===== src/rtl/ucfs_pkg.sv =====
`timescale 1ns / 1ps
// ----------------------------------------------------------------------------
// ucfs_pkg: shared types and constants of the UART command frame sniffer
// Result kinds, register indexes, frame phases, the register set and the
// result batch handed from the frame engine to the output stage.
// ----------------------------------------------------------------------------
package ucfs_pkg;

	localparam int BATCH_MAX = 5;

	typedef enum logic [1:0] {
		KIND_PASS   = 2'd0,
		KIND_START  = 2'd1,
		KIND_CANCEL = 2'd2,
		KIND_EOP    = 2'd3
	} kind_t;

	typedef enum logic [2:0] {
		REG_HEADER_ONE   = 3'd0,
		REG_HEADER_TWO   = 3'd1,
		REG_HEADER_THREE = 3'd2,
		REG_START_PREFIX = 3'd3,
		REG_START_SUFFIX = 3'd4,
		REG_CANCEL_PREFIX = 3'd5,
		REG_CANCEL_SUFFIX = 3'd6,
		REG_GAP_RELOAD   = 3'd7
	} reg_idx_t;

	typedef enum logic [2:0] {
		PH_IDLE   = 3'd0,
		PH_HDR1   = 3'd1,
		PH_HDR2   = 3'd2,
		PH_HDR3   = 3'd3,
		PH_PREFIX = 3'd4
	} phase_t;

	typedef struct packed {
		logic [7:0] header_one;
		logic [7:0] header_two;
		logic [7:0] header_three;
		logic [7:0] start_prefix;
		logic [7:0] start_suffix;
		logic [7:0] cancel_prefix;
		logic [7:0] cancel_suffix;
		logic [7:0] gap_reload;
	} cfg_t;

	// Results caused by one item: count, common kind, bytes in emit order
	typedef struct packed {
		logic [2:0]                 n;
		kind_t                      kind;
		logic [BATCH_MAX-1:0][7:0]  bytes;
	} batch_t;

endpackage


===== src/rtl/ucfs_core.sv =====
`timescale 1ns / 1ps
// ----------------------------------------------------------------------------
// ucfs_core: frame matcher and gap timer
// Holds the frame phase, held frame bytes, gap counter and pending flag,
// and works out the result batch for the item presented at its input.
// ----------------------------------------------------------------------------
module ucfs_core (
	input  logic                clk,
	input  logic                arst_n,
	input  logic                step,
	input  logic                mode,
	input  logic [7:0]          rx_byte,
	input  ucfs_pkg::cfg_t      cfg,
	output ucfs_pkg::batch_t    batch
);

	ucfs_pkg::phase_t phase_q, phase_d;
	logic [3:0][7:0]  held_q;
	logic             held_we;
	logic [1:0]       held_idx;
	logic [7:0]       gap_q, gap_d;
	logic             pend_q, pend_d;
	logic [2:0]       cnt;

	// Next state, result count and result bytes
	always_comb begin
		phase_d    = phase_q;
		gap_d      = gap_q;
		pend_d     = pend_q;
		held_we    = 1'b0;
		held_idx   = 2'd0;
		batch.n    = 3'd0;
		batch.kind = ucfs_pkg::KIND_PASS;
		case (phase_q)
			ucfs_pkg::PH_HDR1:   cnt = 3'd1;
			ucfs_pkg::PH_HDR2:   cnt = 3'd2;
			ucfs_pkg::PH_HDR3:   cnt = 3'd3;
			ucfs_pkg::PH_PREFIX: cnt = 3'd4;
			default:             cnt = 3'd0;
		endcase
		// Held bytes come out first, the current byte right after them
		for (int i = 0; i < ucfs_pkg::BATCH_MAX; i++) begin
			if (i < 4 && 3'(i) < cnt) begin
				batch.bytes[i] = held_q[i[1:0]];
			end else begin
				batch.bytes[i] = rx_byte;
			end
		end
		if (mode) begin
			// Tick: count down, close the burst at one
			if (gap_q > 8'd1) begin
				gap_d = gap_q - 8'd1;
			end
			if (gap_d == 8'd1) begin
				gap_d = 8'd0;
				if (pend_q) begin
					batch.n    = 3'd1;
					batch.kind = ucfs_pkg::KIND_EOP;
					pend_d     = 1'b0;
				end
			end
		end else begin
			gap_d = cfg.gap_reload;
			case (phase_q)
				ucfs_pkg::PH_HDR1: begin
					if (rx_byte == cfg.header_two) begin
						held_we  = 1'b1;
						held_idx = 2'd1;
						phase_d  = ucfs_pkg::PH_HDR2;
					end else begin
						batch.n = cnt + 3'd1;
						pend_d  = 1'b1;
						phase_d = ucfs_pkg::PH_IDLE;
					end
				end
				ucfs_pkg::PH_HDR2: begin
					if (rx_byte == cfg.header_three) begin
						held_we  = 1'b1;
						held_idx = 2'd2;
						phase_d  = ucfs_pkg::PH_HDR3;
					end else begin
						batch.n = cnt + 3'd1;
						pend_d  = 1'b1;
						phase_d = ucfs_pkg::PH_IDLE;
					end
				end
				ucfs_pkg::PH_HDR3: begin
					if (rx_byte == cfg.start_prefix ||
						rx_byte == cfg.cancel_prefix) begin
						held_we  = 1'b1;
						held_idx = 2'd3;
						phase_d  = ucfs_pkg::PH_PREFIX;
					end else begin
						batch.n = cnt + 3'd1;
						pend_d  = 1'b1;
						phase_d = ucfs_pkg::PH_IDLE;
					end
				end
				ucfs_pkg::PH_PREFIX: begin
					phase_d = ucfs_pkg::PH_IDLE;
					if (held_q[3] == cfg.start_prefix && rx_byte == cfg.start_suffix) begin
						batch.n    = 3'd1;
						batch.kind = ucfs_pkg::KIND_START;
					end else if (held_q[3] == cfg.cancel_prefix &&
						rx_byte == cfg.cancel_suffix) begin
						batch.n    = 3'd1;
						batch.kind = ucfs_pkg::KIND_CANCEL;
					end else begin
						batch.n = cnt + 3'd1;
						pend_d  = 1'b1;
					end
				end
				default: begin
					if (rx_byte == cfg.header_one) begin
						held_we  = 1'b1;
						held_idx = 2'd0;
						phase_d  = ucfs_pkg::PH_HDR1;
					end else begin
						batch.n = 3'd1;
						pend_d  = 1'b1;
						phase_d = ucfs_pkg::PH_IDLE;
					end
				end
			endcase
		end
	end

	// Control state
	always_ff @(posedge clk or negedge arst_n) begin
		if (!arst_n) begin
			phase_q <= ucfs_pkg::PH_IDLE;
			gap_q   <= 8'd0;
			pend_q  <= 1'b0;
		end else if (step) begin
			phase_q <= phase_d;
			gap_q   <= gap_d;
			pend_q  <= pend_d;
		end
	end

	// Held frame bytes
	always_ff @(posedge clk) begin
		if (step && held_we) begin
			held_q[held_idx] <= rx_byte;
		end
	end

endmodule


===== src/rtl/uart_command_frame_sniffer.sv =====
`timescale 1ns / 1ps
// ----------------------------------------------------------------------------
// uart_command_frame_sniffer: top level
// Finds start/cancel pairing command frames in a UART byte stream, passes
// other bytes through and marks the end of each byte burst.
// ----------------------------------------------------------------------------
// Usage:
//   Input channel (in_valid/in_ready): one beat is a received byte (mode 0)
//   or a millisecond tick (mode 1). Output channel (out_valid/out_ready):
//   one beat is a result with kind, out_byte and last; last marks the final
//   result of an input beat. Registers are written through cfg_we,
//   cfg_index and cfg_data; the user must do so only while the block is
//   idle, since the block itself does not enforce this. An accepted beat
//   is registered in the input register and evaluated there once its
//   results have room; they are then loaded into the batch register.
//   Throughput: one input beat per cycle while each beat gives at most one
//   result and the output is taken. A beat giving n results holds the
//   output batch register until they are popped one by one; a broken
//   frame gives up to five. Beats giving no result pass without waiting.
//   A stalled receiver holds the batch register; the input register then
//   holds one more beat before in_ready drops.
//   Reset clears the frame phase, gap counter, pending flag and valid
//   flags and loads the register reset values.
// ----------------------------------------------------------------------------
module uart_command_frame_sniffer (
	input  logic       clk,
	input  logic       arst_n,
	input  logic       in_valid,
	output logic       in_ready,
	input  logic       mode,
	input  logic [7:0] rx_byte,
	output logic       out_valid,
	input  logic       out_ready,
	output logic [1:0] kind,
	output logic [7:0] out_byte,
	output logic       last,
	input  logic       cfg_we,
	input  logic [2:0] cfg_index,
	input  logic [7:0] cfg_data
);

	ucfs_pkg::cfg_t   cfg_q;
	logic             valid_s1;
	logic             mode_s1;
	logic [7:0]       byte_s1;
	ucfs_pkg::batch_t batch;
	logic [2:0]       rem_q;
	ucfs_pkg::kind_t  kind_q;
	logic [ucfs_pkg::BATCH_MAX-1:0][7:0] bytes_q;
	logic             pop;
	logic             batch_free;
	logic             step;

	// Register writes
	always_ff @(posedge clk or negedge arst_n) begin
		if (!arst_n) begin
			cfg_q.header_one    <= 8'd128;
			cfg_q.header_two    <= 8'd3;
			cfg_q.header_three  <= 8'd2;
			cfg_q.start_prefix  <= 8'd0;
			cfg_q.start_suffix  <= 8'd0;
			cfg_q.cancel_prefix <= 8'd0;
			cfg_q.cancel_suffix <= 8'd0;
			cfg_q.gap_reload    <= 8'd6;
		end else if (cfg_we) begin
			case (ucfs_pkg::reg_idx_t'(cfg_index))
				ucfs_pkg::REG_HEADER_ONE:    cfg_q.header_one    <= cfg_data;
				ucfs_pkg::REG_HEADER_TWO:    cfg_q.header_two    <= cfg_data;
				ucfs_pkg::REG_HEADER_THREE:  cfg_q.header_three  <= cfg_data;
				ucfs_pkg::REG_START_PREFIX:  cfg_q.start_prefix  <= cfg_data;
				ucfs_pkg::REG_START_SUFFIX:  cfg_q.start_suffix  <= cfg_data;
				ucfs_pkg::REG_CANCEL_PREFIX: cfg_q.cancel_prefix <= cfg_data;
				ucfs_pkg::REG_CANCEL_SUFFIX: cfg_q.cancel_suffix <= cfg_data;
				ucfs_pkg::REG_GAP_RELOAD:    cfg_q.gap_reload    <= cfg_data;
				default: ;
			endcase
		end
	end

	// Handshake: evaluate the held beat once its results have room
	assign pop        = out_valid && out_ready;
	assign batch_free = (rem_q == 3'd0) || (rem_q == 3'd1 && out_ready);
	assign step       = valid_s1 && (batch.n == 3'd0 || batch_free);
	assign in_ready   = !valid_s1 || step;

	// Input register
	always_ff @(posedge clk or negedge arst_n) begin
		if (!arst_n) begin
			valid_s1 <= 1'b0;
		end else if (in_ready) begin
			valid_s1 <= in_valid;
		end
	end

	always_ff @(posedge clk) begin
		if (in_ready && in_valid) begin
			mode_s1 <= mode;
			byte_s1 <= rx_byte;
		end
	end

	ucfs_core u_core (
		.clk     (clk),
		.arst_n  (arst_n),
		.step    (step),
		.mode    (mode_s1),
		.rx_byte (byte_s1),
		.cfg     (cfg_q),
		.batch   (batch)
	);

	// Batch register: load a new batch, else drain one beat per pop
	always_ff @(posedge clk or negedge arst_n) begin
		if (!arst_n) begin
			rem_q <= 3'd0;
		end else if (step && batch.n != 3'd0) begin
			rem_q <= batch.n;
		end else if (pop) begin
			rem_q <= rem_q - 3'd1;
		end
	end

	always_ff @(posedge clk) begin
		if (step && batch.n != 3'd0) begin
			kind_q  <= batch.kind;
			bytes_q <= batch.bytes;
		end else if (pop) begin
			bytes_q <= {8'd0, bytes_q[ucfs_pkg::BATCH_MAX-1:1]};
		end
	end

	// Output drive
	assign out_valid = (rem_q != 3'd0);
	assign kind      = kind_q;
	assign out_byte  = (kind_q == ucfs_pkg::KIND_PASS) ? bytes_q[0] : 8'd0;
	assign last      = (rem_q == 3'd1);

endmodule

===== config.mk =====
export PLATFORM = sky130hd
export DESIGN_NAME = uart_command_frame_sniffer
export DESIGN_NICKNAME = d
export VERILOG_FILES = /design/src/rtl/ucfs_pkg.sv /design/src/rtl/ucfs_core.sv /design/src/rtl/uart_command_frame_sniffer.sv
export SDC_FILE = /design/constraint.sdc
export NUM_CORES = 1
export LEC_CHECK = 0
export ABC_AREA = 1
export BUFFER_PORTS_ARGS = -buffer_cell sky130_fd_sc_hd__buf_2
export CAP_MARGIN = 40
export CORE_MARGIN = 2
export CORE_UTILIZATION = 45
export CTS_BUF_LIST = sky130_fd_sc_hd__clkbuf_4 sky130_fd_sc_hd__clkbuf_8 sky130_fd_sc_hd__clkbuf_16
export DETAILED_ROUTE_END_ITERATION = 8
export PLACE_DENSITY = 0.73
export SYNTH_ARGS = -nofsm -noshare
export SYNTH_HDL_FRONTEND = slang
export SYNTH_HIERARCHICAL = 1
export SYNTH_SLANG_ARGS = --single-unit

===== constraint.sdc =====
create_clock -name clk -period 4.35 [get_ports clk]
set_clock_uncertainty 0.05 [all_clocks]
set_input_delay 0.435 -clock clk [delete_from_list [all_inputs] [get_ports clk]]
set_output_delay 0.435 -clock clk [all_outputs]
set_load 0.005 [all_outputs]

Word level (Yosys, flattened, before mapping)
Index checks and enable logic that the tools add are counted.

word-level totals
  logic and storage cells = 150
  flip-flop bits (word level) = 163
  output and inout bits = 13
  bits of input ports = 25

cells by class
  mux-type cells = 54
  add/subtract/negate cells = 3
  equality and inequality tests = 29
  reductions and logical operators = 31
  bitwise operators = 1
  order comparisons = 7

operators with widths
  kind                                                                          number
  40-bit two-way mux                                                            2
  8-bit two-way mux                                                             10
  8-bit equality test                                                           9
  3-bit one-hot mux with 4 select lines                                         3
  32-bit bitwise mux                                                            1
  3-bit two-way mux                                                             8
  2-bit AND reduction                                                           9
  8-bit demux with 2-bit select                                                 1
  1-bit two-way mux                                                             16
  3-bit equality test (second input constant)                                   5
  5-bit two-way mux                                                             3
  3-bit inequality test (second input constant)                                 5
  2-bit two-way mux                                                             7
  3-bit by 2-bit equality test with 1-bit output (second input constant)        4
  3-bit by 1-bit equality test with 1-bit output (second input constant)        3
  1-bit logical AND                                                             9
  3-bit logical NOT                                                             3
  8-bit by 1-bit equality test with 1-bit output (second input constant)        1
  8-bit by 1-bit > comparator with 1-bit output (second input constant)         1
  1-bit one-hot mux with 4 select lines                                         2
  8-bit AND reduction                                                           1
  8-bit by 1-bit subtractor with 8-bit output (second input constant)           1
  1-bit by 3-bit less-than comparator with 1-bit output (first input constant)  2
  2-bit by 3-bit less-than comparator with 1-bit output (first input constant)  2
  13 further kinds                                                              17

Depth between registers and ports, before layout
Gate-level depths: netlist of run 1.

  depth after elaboration = 12
  gate-level depth with buffers = 24
  depth with buffers taken out = 23

Modules after synthesis
The synthesis of run 1 kept the hierarchy.

by module, submodules not included
  module                      times used  seq. area each (µm²)  area an instance (µm²)  cells each
  uart_command_frame_sniffer  1           3,240.6               4,865.9                 462
  ucfs_core                   1           1,261.2               3,568.4                 484

Least setup slack after synthesis of run 1
No wires, ideal clock.

  kind = register to register
  start point = register u_core.gap_q[0]
  end point = register u_core/held_q[24] in the netlist's numbering, enable pin
  data required time = 3.929 ns
  period minus slack after synthesis = 3.121 ns
  stages on the path, launching flop included = 23
  path buffers = 0
  data arrival time = 2.701 ns
  path slack = 1.229 ns
  cell sequence = dfrtp_1 > inv_1 > ha_1 > nor2_1 > nor2_2 > nand2_1 > nand2_1 > nand2_1 > nand4_1 > nor2_1 > nand4_1 > nand2_1 > nor2_1 > nand2_1 > nand3_1 > nand2_1 > inv_1 > inv_1 > nor2_1 > inv_1 > a21oi_2 > nand3_2 > nor2_1

RTL lines
  item                            RTL line          RTL
  start: declaration              ucfs_core.sv:21   logic [7:0] gap_q, gap_d;
  start signal: assignment        ucfs_core.sv:136  gap_q <= gap_d;
  end signal: indexed assignment  ucfs_core.sv:144  held_q[held_idx] <= rx_byte;
  end: declaration                ucfs_core.sv:18   logic [3:0][7:0] held_q;

==> qor.txt, run 1 <==
Yosys top cell area share: 0.2955
Max clock buf depth: 2
Max Slew Vio Count: 0
initial core utilization: 0.4555
Ports: 38
CTS resizes: 0
Max-cap violations: 0
RSZ-0062 raised after global routing: no
status: finished, final reports clean
Max Fclk: 282.0 MHz
first-pass GRT wire length: 31.17 mm
Num CTS Buffers: 17
Post-Syn Area: 8434 sq um
ANT nets after route: 0
Crit path required time: 4.44 ns
final net count: 1006
initial antenna violation count: 0
clock latency on the worst-skew pair: 0.44 ns
ys async rst share: 0.4908
Distinct cells, synth: 36
Crit. End Element: register
count leader, synth: nand2_1
final hold violations: 0
area leader, netlist: edfxtp_1
Die H: 140.9 um
Die Span X: 140.9 um
largest net degree at the start of global routing: 54
Buf+Inv Stages, Crit Path: 5
Total GRT Usage: 0.2031
Slowest-stage cell, CP: edfxtp_1
HPWL Detailed: 13.18 mm
PD cells: 572.3 nW/um^2
Initial DRC Count: 599
Cell Rows: 50
Cell Count, Final, Fillers Out: 1222
CP arrival: 3.64 ns
vias: 6202
Area growth, synth to finish: 10.01%
Worst Tran Pin Value: 0.8686 ns
router iterations before antenna repair: 6
leakage power: 4.177 nW
crit-path max cell delay: 0.74 ns
number of global-route vias before repair: 6007
Sink Count: 163
Tightest Hold Check Type: input pin to register
Worst-path clk slew: 0.06 ns
top cells by area, synth: edfxtp_1, dfrtp_1, nand2_1
Yosys Warn Count: 6
H-tree depth: 4
Final Setup Violations: 0
final global-route overflow total: 0
Post-Synthesis Cells: 946
worst-path cell chain: inv_2, nand2_1, nand2_1, a21oi_1, nand2_1, nor2_2, nand2_1, nand3_1, nand2_1, nand3_1, nor2_1, nor2_1, nand2_1, nand3_1, nand2_1, inv_1, inv_1, nor2_1, inv_1, a21oi_2, nand3_2, nor2_1, buf_4
Post-synth EDFFs: 83
syn nets: 977
# DRC: 0
Post-synth top cells: nand2_1, edfxtp_1, o21ai_0
CTS tree: built
DIE AREA: 19850 sq um
Synth Register Bits: 163
crit path launch type: register
setup bufs post-CTS: 0
worst-path fanout max: 13
# port buffers: 37
layout cells sized above 1: 0.1599
Core Region: 18520 sq um
WL final: 18.86 mm
fin crit share: 0.8151
Largest delay share family, worst path: simple AND/OR/NAND/NOR gates
Via density: 5.075
WS Path Type: register to register
VDD IR max: 0.2898 mV
setup TNS: 0 ns
post-synthesis sequential area ratio: 0.5337
relative slew slack: 0.4193
gp weighted congestion: 0.9380
Tmin final: 3.546 ns
Syn Area/Cell: 8.916 sq um
WL per Instance: 15.44 um
Crit path top cell by count: nand2_1
Clock Root Buffer: clkbuf_16
placed instance count: 1189
Primary FF master, synth: edfxtp_1
n_diodes: 0
-- cell families (layout without fill, tap and decap cells) --
kind of cell / Yosys count / count (layout) / synth area share
simple gates: 470 / 470 / 0.2339
flops: 163 / 163 / 0.5337
buf+inv: 128 / 170 / 0.08144
compound gates: 117 / 117 / 0.07759
xor+xnor: 62 / 62 / 0.06438
fa+ha+maj: 6 / 6 / 0.008901
-- worst paths after layout --
path	start	end	slack (ns)	cells after the start
hold / removal	rx_byte[2]	byte_s1[2]	0.12	1
min in group asynchronous	arst_n	cfg_q[13]	0.43	2
setup reg to reg	byte_s1[7]	u_core/held_q[25]	0.80	23
setup / recovery	byte_s1[7]	u_core/held_q[25]	0.80	23
hold reg to reg	u_core/pend_q	u_core/pend_q	0.43	2
max in group asynchronous	arst_n	cfg_q[2]	3.18	3
-- cells in the final DEF (no fill, tap or decap), types with 2 or more instances in the layout --
cell,count
ha_1,6
o21ai_0,78
clkbuf_8,2
nand4_1,7
a21oi_2,3
nand2_4,2
dfrtp_1,74
clkbuf_4,3
xor2_1,32
clkinv_2,6
inv_2,18
nand2_1,326
edfxtp_1,83
nand2_2,12
nand3_2,6
nor2_1,73
o211ai_1,2
inv_1,67
nand3_1,23
o21ai_1,10
buf_2,36
buf_4,11
nor3_2,2
xnor2_1,30
o21ai_2,8
a21oi_1,10
clkinvlp_4,2
dfstp_2,6
nor2_2,14
bufinv_16,2
clkbuf_16,17
nor2_4,2
o221ai_1,6
-- metrics by stage --
stage                     hold WS (ns)  setup WS, ns    util  power [mW]  instance area (sq um)
after floorplan                0.08941         1.229       -       3.483                   8434
after global placement          0.4145        0.9331  0.4676       3.798                   8658
after detailed placement        0.3446        0.8744  0.4691       3.849                   8686
after CTS                       0.1116        0.8559  0.5011       5.335                   9279
after global routing            0.1165        0.3909  0.5011       5.663                   9279
final                           0.1233        0.8045  0.5011       5.310                   9279
-- metal layers --
layer / vias to the layer above / track usage / wire [um]
met3: 36 / 0.03940 / 1097
met5: - / 0 / 0
met2: 171 / 0.3304 / 8856
met4: 0 / 0.07632 / 456
met1: 2919 / 0.2715 / 8453
li1: 3076 / - / -
-- flip-flops by register name, indices dropped and copies added (netlist names), 2 cells and up --
| name | flops |
|---|---|
| u_core/gap_q | 8 |
| rem_q | 3 |
| u_core/held_q | 32 |
| cfg_q | 64 |
| bytes_q | 40 |
| u_core/phase_q | 3 |
| byte_s1 | 8 |
| kind | 2 |
-- what timing repair did --
action,4_1_cts,5_1_grt
hold buffers,1,0
endpoints found under the setup margin,0,0
endpoints found under the hold margin,26,0
-- final cells by class --
| type | instances | area [sq um] |
|---|---|---|
| clock buffers | 22 | 475.5 |
| clock inverters | 10 | 107.6 |
| fillers | 1696 | 9239 |
| inverters | 88 | 335.3 |
| multi-input cells | 655 | 3246 |
| flip-flops and latches | 163 | 4502 |
| well taps | 234 | 292.8 |
| repair buffers | 50 | 320.3 |
-- report_power, final --
group | switching, mW | total [mW] | internal, mW | leakage (nW)
clock | 0.600 | 1.49 | 0.888 | 0.288
sequential | 0.264 | 2.38 | 2.11 | 1.77
combinational | 0.902 | 1.45 | 0.543 | 2.12
total | 1.77 | 5.31 | 3.54 | 4.18
-- worst register-to-register path: cells and delay by family, from the launching register on --
family                 cells  cell delay, ns
buffers and inverters      5            0.58
and+or+nand+nor           16            1.46
DFF                        1            0.74
AOI/OAI and AO/OA          2            0.39
(Power assumes the default switching activity.)
==> inputs of run 2 (changes only) <==
- ABC_AREA: 1 -> 0
- clock period: 4.35 -> 3.6 ns (I/O delays scaled with it)
==> run 2 against run 1 <==
Sequential share of layout area fell by 4.2 points. Flip-flop and latch count is the same. Global-route usage fell by 1.6 points. Clock power is 23% higher. Critical path type is now register to output pin. Largest cell class unchanged. Critical path depth is 10 lower. Area after synthesis fell by 2.5%. Via count down 16%. Count of clock-buffer cells in the layout is 1 higher. Worst setup slack got worse by 0.79 ns.
==> qor.txt, run 2 <==
status: finished, final reports clean
Clock Root Buffer: clkbuf_16
Primary FF master, synth: edfxtp_1
number of global-route vias before repair: 5359
FILL cells: 1379
worst-path fanout max: 6
first-pass GRT wire length: 28.07 mm
Cell Rows: 49
Max clock buf depth: 2
leakage power: 4.003 nW
ys async rst share: 0.4908
final global-route overflow total: 0
setup TNS: 0 ns
Core Region: 17960 sq um
Ports: 38
final hold violations: 0
area leader, netlist: edfxtp_1
Crit path required time: 3.19 ns
Tightest Hold Check Type: input pin to register
Post-Synthesis Cells: 607
# DRC: 0
post-synthesis sequential area ratio: 0.5473
Sink Count: 163
layout cells sized above 1: 0.4561
top cells by area, synth: edfxtp_1, dfrtp_1, mux2_2
Final Setup Violations: 0
WL per Instance: 19.29 um
initial core utilization: 0.4579
HPWL Detailed: 12.23 mm
setup ws final: 0.01686 ns
gp weighted congestion: 0.8996
vias: 5180
worst-path cell chain: buf_4, xor2_1, nor4_2, buf_4, a211o_1, a31oi_4, mux2_4, and3_4, buf_4, o31a_1, buf_6, o21ai_4, buf_2
Max Slew Vio Count: 0
DIE AREA: 19380 sq um
pre-CTS WS: -0.1254 ns
Largest Register: cfg_q
count leader, synth: mux2_2
biggest regs: cfg_q x64, bytes_q x40, u_core/held_q x32
Worst Tran Pin Value: 0.7860 ns
Crit path top cell by count: buf_4
clock latency on the worst-skew pair: 0.44 ns
initial antenna violation count: 0
Post-synth EDFFs: 83
max reg flops: 64
Post-Syn Area: 8225 sq um
Initial DRC Count: 365
fin crit share: 0.9953
fin util: 0.5651
CP arrival: 3.17 ns
commonest non-fill, non-tap cell in the layout: mux2_2
Syn Area/Cell: 13.55 sq um
relative slew slack: 0.4731
Distinct cells, synth: 60
# port buffers: 37
router iterations before antenna repair: 4
H-tree depth: 4
Die H: 139.2 um
Die Span X: 139.2 um
Cell Area, Placed: 8931 sq um
Crit. End Element: output pin
RSZ-0062 raised after global routing: yes
Area growth, synth to finish: 23.41%
Largest delay share family, worst path: buffers and inverters
Total GRT Usage: 0.1868
Worst-path clk slew: 0.06 ns
largest net degree at the start of global routing: 71
Buf+Inv Stages, Crit Path: 5
crit-path max cell delay: 0.36 ns
Post-synth top cells: mux2_2, edfxtp_1, dfrtp_1
Max Fclk: 279.1 MHz
Synth Register Bits: 163
Tmin final: 3.583 ns
VDD IR max: 0.4498 mV
Num CTS Buffers: 17
syn nets: 638
PD cells: 741.2 nW/um^2
Slowest-stage cell, CP: edfxtp_1
final net count: 735
WS Path Type: register to output pin
Max-cap violations: 0
Total Power: 7.524 mW
ANT nets after route: 0
n_diodes: 0
CTS tree: built
crit path launch type: register
design area: 10150 sq um
commonest non-fill, non-tap cells in the layout: mux2_2, edfxtp_1, dfrtp_1
WL final: 18.25 mm
Via density: 5.476
Yosys Warn Count: 6
Yosys top cell area share: 0.3030
[run 2: cell count changes after synthesis, sizes merged, moves of 10 or more]
cell and delta:
xnor2 +20, buf -18, nand2 -319, mux2 +132, inv -76, nand4 +10
o21ai -79, nand3 -24, and2 +18, clkbuf +14, nor2 -72, nor4 +10
[run 2: cells by family (layout without fill, tap and decap cells)]
| group | count (synthesis) | in the layout | synth area share |
|---|---|---|---|
| flip-flops | 163 | 163 | 0.5473 |
| multiplexers | 132 | 132 | 0.1935 |
| AND/OR/NAND/NOR | 125 | 125 | 0.09127 |
| XOR/XNOR | 74 | 74 | 0.07880 |
| AO/OA/AOI/OAI | 61 | 61 | 0.05096 |
| buffers and inverters | 46 | 156 | 0.02905 |
| adder cells (fa/ha/maj) | 6 | 6 | 0.009127 |
[run 2: through the flow]
step                hold WS [ns]  cells
floorplan                0.01441    607
global placement          0.4424    880
detailed placement        0.1705    881
CTS                      0.03443    925
global route             0.03015    946
finish                   0.04862    946
[run 2: final timing paths]
path	cells past startpoint	startpoint	endpoint	slack (ns)
min reg2reg	1	cfg_q[6]	cfg_q[6]	0.46
max	13	byte_s1[7]	in_ready	0.02
min in group asynchronous	2	arst_n	rem_q[2]	0.26
max reg2reg	14	byte_s1[7]	bytes_q[19]	0.05
max in group asynchronous	3	arst_n	cfg_q[63]	2.61
min	1	rx_byte[4]	byte_s1[4]	0.05
[run 2: power by group]
part           switching [mW]  internal (mW)  total, mW
Combinational            1.35           1.50       2.84
Clock                   0.726           1.10       1.83
Sequential              0.303           2.55       2.85
[run 2: layer usage]
layer / vias up / share of wire / track usage
li1: 2424 / - / -
met1: 2605 / 0.44 / 0.2467
met2: 125 / 0.50 / 0.3090
met3: 26 / 0.038 / 0.04075
met4: 0 / 0.014 / 0.06061
met5: - / 0 / 0
[run 2: worst register-to-register path: cells and delay by family, from the launching register on]
| family | cells | cell delay (ns) |
|---|---|---|
| AOI/OAI and AO/OA | 3 | 0.60 |
| DFF | 1 | 0.36 |
| buffers and inverters | 5 | 0.88 |
| muxes | 2 | 0.56 |
| and+or+nand+nor | 3 | 0.68 |
| xor gates and xnor gates | 1 | 0.18 |
[run 2: timing repair]
action                     4_1_cts  5_1_grt
gates cloned                     0        4
setup endpoints to repair      105      106
hold endpoints to repair        10        0
resized for setup                5       50
pin swaps                        1       19
hold buffers                     1        0
setup buffers                   11       17
[run 2: final cells by class]
cell class	instances	area (sq um)	share of cell area
sequential	163	4502	0.4435
multi-input combinational	398	3759	0.3703
timing repair buffer	114	955.9	0.09417
clock buffer	23	523.0	0.05152
tap	229	286.5	0.02823
clock inverter	9	87.58	0.008628
inverter	10	37.54	0.003698
==> inputs of run 3 (changes only) <==
- CELL_PAD_IN_SITES_DETAIL_PLACEMENT: not set -> 0
- CELL_PAD_IN_SITES_GLOBAL_PLACEMENT: not set -> 1
- PLACE_DENSITY: 0.73 -> 0.83
==> run 3 against run 2 <==
Register-to-register slack gained 0.02 ns. First-iteration DRC count is 15% lower. Design area down 2.0%. Clock power down 7%. Via count is 0.27% higher. Flip-flop and latch count unchanged. Wire length decreased by 1.5%. Sequential power hardly changed. Non-clock buffer count up 1. Worst setup slack worse by 0.011 ns. Combinational power fell by 2%.
==> qor.txt, run 3 (synthesis results as in run 2) <==
status: finished, final reports clean
clock latency on the worst-skew pair: 0.42 ns
Slowest-stage cell, CP: edfxtp_1
Cell Rows: 49
Gate power share: 0.381
Fin Hold WS: 0.05666 ns
Max clock buf depth: 2
RSZ-0062 raised after global routing: yes
initial core utilization: 0.4579
Ports: 38
Hold EP: byte_s1[4]
fin util: 0.5539
worst min-delay path startpoint: rx_byte[4]
Worst Tran Pin Value: 0.8312 ns
final hold violations: 0
PD cells: 735.7 nW/um^2
biggest regs: cfg_q x64, bytes_q x40, u_core/held_q x32
# DRC: 0
largest net degree at the start of global routing: 61
Final Setup Violations: 0
Int Power: 5.016 mW
leakage power: 3.900 nW
clock network power share: 0.234
Max-cap violations: 0
Reg2Reg Depth: 14
Tightest Hold Check Type: input pin to register
sequential power share: 0.385
Die Span X: 139.2 um
layout cells sized above 1: 0.4485
Tmin final: 3.594 ns
relative slew slack: 0.4400
Clock Root Buffer: clkbuf_16
Die H: 139.2 um
Num CTS Buffers: 17
worst reg2reg path endpoint: bytes_q[5]
Crit path top cell by count: buf_4
ANT nets after route: 0
Max Fclk: 278.2 MHz
WS Path Type: register to output pin
commonest non-fill, non-tap cell in the layout: mux2_2
Area growth, synth to finish: 20.98%
setup TNS: 0 ns
VDD IR max: 0.4164 mV
Cell Count, Final, Fillers Out: 947
Core Region: 17960 sq um
setup ws final: 0.005916 ns
Total GRT Usage: 0.1891
Crit. End Element: output pin
vias: 5194
Via density: 5.485
HPWL Detailed: 12.40 mm
initial antenna violation count: 0
gp weighted congestion: 0.8705
placed instance count: 887
R2R Path Start: byte_s1[6]
fin crit share: 0.9984
Crit path required time: 3.19 ns
pre-CTS WS: -0.1395 ns
WL final: 17.97 mm
Hold Crit Depth: 1
router iterations before antenna repair: 5
H-tree depth: 4
Sw Share: 0.3147
DIE AREA: 19380 sq um
# port buffers: 37
R2R setup slack: 0.07 ns
Max Slew Vio Count: 0
max reg flops: 64
Largest Register: cfg_q
CP arrival: 3.18 ns
worst-path fanout max: 11
CTS tree: built
final net count: 736
P_sw: 2.304 mW
crit-path max cell delay: 0.35 ns
Sink Count: 163
Worst-path clk slew: 0.06 ns
Initial DRC Count: 310
final global-route overflow total: 0
commonest non-fill, non-tap cells in the layout: mux2_2, edfxtp_1, dfrtp_1
first-pass GRT wire length: 28.60 mm
worst-path cell chain: buf_4, buf_6, xnor2_2, nand4_1, o221ai_2, a31oi_4, mux2_2, and3_4, buf_4, o31a_1, buf_4, o21ai_4, buf_2
WL per Instance: 18.98 um
n_diodes: 0
crit path launch type: register
number of global-route vias before repair: 5326
[run 3: changes by cell type in the layout (fill, tap and decap cells not counted), moves of 3 or more]
cell and change:
buf_4 +14, buf_6 -9, xnor2_1 +6, xnor2_2 -5, clkbuf_8 +4, nor4_2 +4, buf_12 -3, clkbuf_16 -3
[run 3: metal layers]
metal | global-route usage | share of wire | up-vias
li1 | - | - | 2428
met1 | 0.2450 | 0.45 | 2631
met2 | 0.3109 | 0.50 | 112
met3 | 0.04282 | 0.035 | 23
met4 | 0.07337 | 0.016 | 0
met5 | 0 | 0 | -
[run 3: critical path: cells and delay by family, from the launching register on]
family	cells	cell delay, ns
AO/OA/AOI/OAI	4	0.78
XOR/XNOR	1	0.15
flip-flops	1	0.35
AND/OR/NAND/NOR	2	0.41
multiplexers	1	0.29
buffers and inverters	5	0.77
[run 3: what timing repair did]
item | in CTS | in global routing
hold buffers | 1 | 0
gates cloned | 0 | 2
buffers inserted | 21 | 5
resized for setup | 10 | 23
endpoints found under the setup margin | 97 | 106
pin swaps | 3 | 11
hold endpoints to repair | 19 | 0
[run 3: power groups by stage]
stage | Combinational, mW | Sequential [mW] | Clock (mW)
detailed placement | 2.43 | 2.91 | 0
global placement | 2.35 | 2.89 | 0
CTS | 2.62 | 2.82 | 1.75
global route | 3.02 | 2.88 | 1.83
floorplan | 1.77 | 2.80 | 0
finish | 2.79 | 2.82 | 1.71
[run 3: worst max-delay path by stage]
stage	start	to	slack (ns)	depth (start not counted)
after floorplan	u_core/gap_q[4]	u_core/held_q[16]	0.04	13
after global placement	byte_s1[3]	u_core/held_q[16]	-0.05	13
after detailed placement	u_core/gap_q[0]	bytes_q[36]	-0.14	11
after CTS	byte_s1[6]	in_ready	-0.03	14
after global routing	byte_s1[5]	in_ready	-0.10	13
final	byte_s1[6]	in_ready	0.006	13
[run 3: cell type report]
| type | instances | area, sq um |
|---|---|---|
| clock buffers | 25 | 528.0 |
| multi-input cells | 398 | 3676 |
| clock inverters | 7 | 46.29 |
| well taps | 229 | 286.5 |
| repair buffers | 115 | 874.6 |
| inverters | 10 | 37.54 |
| fillers | 1448 | 8013 |
| flip-flops and latches | 163 | 4502 |
[run 3: through the flow]
stage | total power [mW] | instance area, sq um
after detailed placement | 5.343 | 8951
final | 7.321 | 9951
after CTS | 7.194 | 9747
after global routing | 7.720 | 9951
after global placement | 5.231 | 8924
after floorplan | 4.573 | 8264
